===== config.mk =====
export PLATFORM = sky130hd
export DESIGN_NAME = iqdf_rem
export DESIGN_NICKNAME = d
export VERILOG_FILES = /design/src/hdl/iqdf_pkg.sv /design/src/hdl/iqdf_rem.sv
export SDC_FILE = /design/constraint.sdc
export NUM_CORES = 1
export LEC_CHECK = 0
export ABC_AREA = 1
export BUFFER_PORTS_ARGS = -buffer_cell sky130_fd_sc_hd__buf_2
export CORE_MARGIN = 5
export CORE_UTILIZATION = 25
export DETAILED_ROUTE_END_ITERATION = 6
export PLACE_DENSITY = 0.46
export SLEW_MARGIN = 30
export SYNTH_ARGS = -nofsm -noshare
export SYNTH_HDL_FRONTEND = slang
export SYNTH_SLANG_ARGS = --single-unit
export TNS_END_PERCENT = 50

===== constraint.sdc =====
create_clock -name clk_i -period 2.7 [get_ports clk_i]
set_clock_uncertainty 0.1 [all_clocks]
set_input_delay 0.135 -clock clk_i [delete_from_list [all_inputs] [get_ports clk_i]]
set_output_delay 0.135 -clock clk_i [all_outputs]
set_load 0.03 [all_outputs]

===== src/hdl/iqdf_pkg.sv =====
// Shared constants, codes and types of the decimating I/Q FIR filter.
`default_nettype none

package iqdf_pkg;

  // Sizes of the filter.
  localparam int MAX_TAPS  = 128;
  localparam int COEF_W    = 18;
  localparam int MAX_FRAME = 4096;

  // Field widths of the channels and the configuration port.
  localparam int MODE_W     = 2;
  localparam int SAMPLE_W   = 24;
  localparam int CIDX_W     = 7;
  localparam int OUT_W      = 32;
  localparam int TAP_CFG_W  = 8;
  localparam int DEC_W      = 9;
  localparam int SPF_W      = 13;
  localparam int CFG_IDX_W  = 2;
  localparam int CFG_DATA_W = 13;

  // Derived widths.
  localparam int TAP_AW   = $clog2(MAX_TAPS);
  localparam int TAPCNT_W = $clog2(MAX_TAPS + 1);
  localparam int POS_W    = $clog2(MAX_FRAME);
  localparam int PROD_W   = SAMPLE_W + COEF_W;
  localparam int ACC_W    = PROD_W + TAP_AW + 1;

  // Item modes.
  localparam logic [MODE_W-1:0] MODE_SAMPLE = 2'd0;
  localparam logic [MODE_W-1:0] MODE_LOAD   = 2'd1;
  localparam logic [MODE_W-1:0] MODE_CLEAR  = 2'd2;

  // Configuration register indexes.
  localparam logic [CFG_IDX_W-1:0] CFG_TAP_COUNT   = 2'd0;
  localparam logic [CFG_IDX_W-1:0] CFG_DECIM       = 2'd1;
  localparam logic [CFG_IDX_W-1:0] CFG_FRAME_SIZE  = 2'd2;

  // Configuration reset values.
  localparam logic [TAP_CFG_W-1:0] TAP_COUNT_RST  = 8'd127;
  localparam logic [DEC_W-1:0]     DECIM_RST      = 9'd1;
  localparam logic [SPF_W-1:0]     FRAME_SIZE_RST = 13'd256;

  // Status of the decimation phase unit.
  typedef struct packed {
    logic done;
    logic zero;
  } rem_stat_t;

endpackage

`default_nettype wire


===== src/hdl/iqdf_rem.sv =====
// Bit-serial remainder unit that decides whether a frame position is on the decimation grid.
`default_nettype none

module iqdf_rem (
  input  wire logic                          clk_i,
  input  wire logic                          rst_ni,
  input  wire logic                          start_i,
  input  wire logic [iqdf_pkg::POS_W-1:0]    dividend_i,
  input  wire logic [iqdf_pkg::DEC_W-1:0]    divisor_i,
  output iqdf_pkg::rem_stat_t                stat_o
);

  localparam int CNT_W = $clog2(iqdf_pkg::POS_W);

  logic                          busy_q, done_q;
  logic [CNT_W-1:0]              cnt_q;
  logic [iqdf_pkg::POS_W-1:0]    dvd_q;
  logic [iqdf_pkg::DEC_W-1:0]    dvs_q;
  logic [iqdf_pkg::DEC_W-1:0]    rem_q;
  logic [iqdf_pkg::DEC_W:0]      trial;
  logic [iqdf_pkg::DEC_W:0]      diff;
  logic [iqdf_pkg::DEC_W-1:0]    rem_d;

  // One restoring step: shift in the next dividend bit and subtract if it fits.
  always_comb begin
    trial = {rem_q, dvd_q[iqdf_pkg::POS_W-1]};
    diff  = trial - {1'b0, dvs_q};
    if (trial >= {1'b0, dvs_q}) begin
      rem_d = diff[iqdf_pkg::DEC_W-1:0];
    end else begin
      rem_d = trial[iqdf_pkg::DEC_W-1:0];
    end
  end

  // Control of the iteration, one dividend bit per cycle.
  always_ff @(posedge clk_i or negedge rst_ni) begin
    if (!rst_ni) begin
      busy_q <= 1'b0;
      done_q <= 1'b0;
      cnt_q  <= '0;
    end else begin
      done_q <= 1'b0;
      if (start_i) begin
        busy_q <= 1'b1;
        cnt_q  <= '0;
      end else if (busy_q) begin
        cnt_q <= cnt_q + 1'b1;
        if (cnt_q == CNT_W'(iqdf_pkg::POS_W - 1)) begin
          busy_q <= 1'b0;
          done_q <= 1'b1;
        end
      end
    end
  end

  // Operand and partial remainder registers.
  always_ff @(posedge clk_i) begin
    if (start_i) begin
      dvd_q <= dividend_i;
      dvs_q <= divisor_i;
      rem_q <= '0;
    end else if (busy_q) begin
      dvd_q <= {dvd_q[iqdf_pkg::POS_W-2:0], 1'b0};
      rem_q <= rem_d;
    end
  end

  assign stat_o.done = done_q;
  assign stat_o.zero = (rem_q == '0);

endmodule

`default_nettype wire


* Yosys cells after proc, flatten, opt, wreduce, memory -nomap -nowiden
Index checks and enable logic that the tools add are counted.
Cells by class: $add $sub $neg 2, multipliers 0, div/mod/pow operators 0, order comparisons 1, eq/ne operators 1, shift-type cells 0, multiplexer cells 11, bitwise operators 0, reductions and logical operators 2
Operator list (count):
- 12-bit two-way mux | 2
- 10-bit by 9-bit >= comparator with 1-bit output | 1
- 9-bit zero test | 1
- 9-bit two-way mux | 1
- 9-bit subtractor | 1
- 4-bit two-way mux | 2
- 1-bit two-way mux | 6
- 4-bit by 1-bit adder with 4-bit output (second input constant) | 1
- 4-bit equality test (second input constant) | 1
- 2-bit nonzero test | 1
Word-level totals: register bits 36, latch bits 0, memory bits (writable) 0, ROM bits 0, output and inout bits 2, memories kept 0

* Logic depth before layout (Yosys ltp)
depth after elaboration 4, depth in mapped cells 13

* Least setup slack after synthesis
Ideal clock, no wire load.
kind reg-to-reg, start point reg dvd_q[11] in the netlist's numbering, end point reg rem_q[0] in the netlist's numbering, library setup time 113 ps, arrival 1552 ps, setup slack 934 ps, cell stages (with the launch flop) 11, period minus slack after synthesis 1766 ps, cell sequence edfxtp_1 -> inv_1 -> ha_1 -> inv_1 -> fa_1 -> nand4_1 -> nand2_1 -> nand2_4 -> nand3_1 -> nand3_1 -> nand2_1
On the way: cells in the longest elaborated chain, start to end 2, elaborated cells between the ends (all ways) 3, those cells by class 1 x add/sub; 1 x order compare; 1 x mux
RTL lines:
- from (decl) | RTL line iqdf_rem.sv:17 | logic [iqdf_pkg::POS_W-1:0] dvd_q;
- from (signal assigned) | RTL line iqdf_rem.sv:59 | dvd_q <= dividend_i;
- from (signal assigned) | RTL line iqdf_rem.sv:63 | dvd_q <= {dvd_q[iqdf_pkg::POS_W-2:0], 1'b0};
- 9-bit subtractor or 10-bit by 9-bit >= comparator with 1-bit output (tied branches) | RTL line iqdf_rem.sv:27, iqdf_rem.sv:28
- 9-bit two-way mux (*) | RTL line iqdf_rem.sv:28 | if (trial >= {1'b0, dvs_q}) begin
- to (signal assigned) | RTL line iqdf_rem.sv:64 | rem_q <= rem_d;
- to (decl) | RTL line iqdf_rem.sv:19 | logic [iqdf_pkg::DEC_W-1:0] rem_q;
Every way passes the cells marked *; elsewhere a longest branch is shown, timed or not. A chain may end at the register's enable or synchronous reset.

* Worst setup path after layout
start point reg dvd_q[11] in the netlist's numbering, end point reg rem_q[3] in the netlist's numbering
Same word-level chain as after synthesis.

==> metrics.csv <==
stage,metric,value,unit
synth,synth_largest_area_cell,edfxtp_1,
sta,fin_setup_tns,0,ps
job,drv_cap,0,
route,wl_per_cell,10.7,µm
cells_and_area,drive_gt1_share,14.9,%
floorplan,rows,33,
synth,syn_avg_cell_area,7.97,µm²
floorplan,die_area,10100,µm²
sta,timing.fmax,521,MHz
route,wirelength,4300,µm
setup_path,cp.arrival,2050,ps
cells_and_area,fin_nets,330,
floorplan,pin_count,26,
clock_network,clkSinkCount,36,
clock_network,numCtsBuffers,5,
pwr,p_leak,1.29,nW
cells_and_area,final_common_cell,nand2_1,
pwr,power,1.94,mW
worst_hold_path,worstHoldPathType,in2reg,
setup_path,critPathLaunchType,register,
sta,slew_headroom,67.8,%
synth,postSynthCellCount,257,
sta,worstMarginPinSlew,482,ps
cells_and_area,multiInputGateArea,891,µm²
placed_design,finalWeightedCongestion,0.830,
synth,syn-num-nets,292,
route,drt_iter0_drc,105,
cells_and_area,utilization,30.6,%
sta,slew_viol_final,0,
pwr,p_per_area,784,nW/µm²
floorplan,initial_utilization,25.3,%
sta,hold_viol,0,
outcome,outcome,completed,
grt,overflow,0,
placed_design,hpwl,3290,µm
synth,synth_seq_cells,36,
grt,grt_util_all_layers,9.30,%
cells_and_area,syn2layout_area_growth,20.9,%
setup_path,cp_max_fo,10,
grt,grt_pass1_wl,7420,µm
route,avgViaCountPerCell,4.17,
synth,synthDominantCellAreaShare,30.8,%
setup_path,critPathRequiredTime,2830,ps
synth,synth-main-ff-cell,edfxtp_1,
cells_and_area,fillers,908,
sta,rsz0062_at_grt,no,
sta,fin_crit_sh,71.1,%
floorplan,core_area,8090,µm²
clock_network,cts_root_buf,clkbuf_8,
floorplan,die_y,101,µm
sta,period_needed,1920,ps
grt,antenna_found_initial,0,
synth,ys_seq_area_share,46.9,%
synth,synth_edf_count,21,
route,vias,1671,
cells_and_area,seqCellArea,961,µm²
cells_and_area,diodes,0,
clock_network,insertion_delay,280,ps
route,drc,0,
clock_network,ctsLongestPathBuffers,2,
clock_network,hold_buffers,11,
clock_network,h-tree-depth,2,
synth,syn_area,2050,µm²
route,first_pass_iters,4,
synth,synth_area_leaders,"edfxtp_1 (31%), nand2_1 (18%), dfxtp_1 (8.8%)",
clock_network,cts_resized,0,
synth,yosys_warnings,0,
sta,finalSetupViolations,0,
clock_network,path_clk_slew,70,ps
synth,synth_cell_types,26,
placed_design,port_buffers,25,
floorplan,die_w,101,µm
clock_network,postCtsSetupRepairBufs,0,
clock_network,cts_tree,done,
setup_path,crit_path_end_kind,register,
grt,grt_max_degree,17,
setup_path,critical_path_class,reg2reg,
synth,async_flop_share,16.7,%
cells_and_area,final_cell_mix,"nand2_1 (100), inv_1 (40), nand3_1 (27)",
setup_path,reg2reg_slack,780,ps
grt,grt_pass1_vias,1574,
pwr,ir_worst_vdd,349,µV
route,antenna_left,0,
worst max-delay path, cell delays in order (launching register included):
cell and delay [ps]:
edfxtp_1 360, inv_1 80, ha_1 140, inv_1 60, fa_1 420, nand4_1 140, nand2_1 110, nand2_4 160
nand2_8 90, nand2_1 80, nand3_1 70, nand2_1 70
flip-flops by register name, indices dropped and copies added, names as in the netlist:
name	count
dvd_q	12
busy_q	1
rem_q	9
cnt_q	4
done_q	1
dvs_q	9
area by class of cell:
type	instances	share of cell area (%)
Clock buffer	6	3.34
Clock inverter	2	0.404
Inverter	40	6.06
Multi-Input combinational cell	174	36.0
Sequential cell	36	38.8
Tap cell	105	5.31
Timing Repair Buffer	38	10.1
cell families after synthesis:
logic type      Yosys count  share of synthesized area (%)
simple gates            152                           32.6
buf+inv                  47                           9.59
flops                    36                           46.9
fa+ha+maj                11                           7.09
compound gates            8                           2.51
xor+xnor                  3                           1.28
where the power goes:
part / internal (mW) / leakage (nW) / switching, mW
logic: 0.318 / 0.869 / 0.500
clock network: 0.204 / 0.0510 / 0.192
registers: 0.667 / 0.372 / 0.0598
layer usage:
metal  GRT usage [%]  routed length (µm)  vias to the layer above
li1                -                   -                      889
met1            12.8                2200                      745
met2            14.2                1890                       30
met3            2.15                 140                        7
met4            3.42                  77                        0
met5               0                   0                        -
path summary, 6_finish.rpt:
path,from,end,cells after the start
max in group asynchronous,rst_ni,cnt_q[1]$_DFFE_PN0P_,2
hold reg to reg,rem_q[3]$_SDFFE_PP0P_,rem_q[3]$_SDFFE_PP0P_,2
setup reg to reg,dvd_q[11]$_DFFE_PP_,rem_q[3]$_SDFFE_PP0P_,11
min in group asynchronous,rst_ni,cnt_q[2]$_DFFE_PN0P_,2
setup / recovery,dvd_q[11]$_DFFE_PP_,rem_q[3]$_SDFFE_PP0P_,11
hold / removal,dividend_i[2],dvd_q[2]$_DFFE_PP_,3
stage by stage:
| stage | area [µm²] | hold slack [ps] | std cells | setup slack (ps) |
|---|---|---|---|---|
| 2_1_floorplan | 2050 | -261 | 257 | 934 |
| 3_3_place_gp | 2270 | -127 | 382 | 803 |
| 3_5_place_dp | 2270 | -131 | 382 | 788 |
| 4_1_cts | 2480 | 5.90 | 401 | 770 |
| 5_1_grt | 2480 | 7.28 | 401 | 600 |
| 6_report | 2480 | 20.5 | 401 | 780 |
synth_stat cells (2+ instances only):
cell / n
nand2_1: 100
inv_1: 40
nand3_1: 27
edfxtp_1: 21
ha_1: 10
dfxtp_1: 9
nor2_1: 8
dfrtp_1: 6
nand4_1: 5
a21oi_1: 4
nor3_1: 4
buf_4: 3
nand2_2: 3
xnor2_1: 3
clkbuf_1: 2
nor2_2: 2
Note: power is estimated with default switching activity, not from simulation.
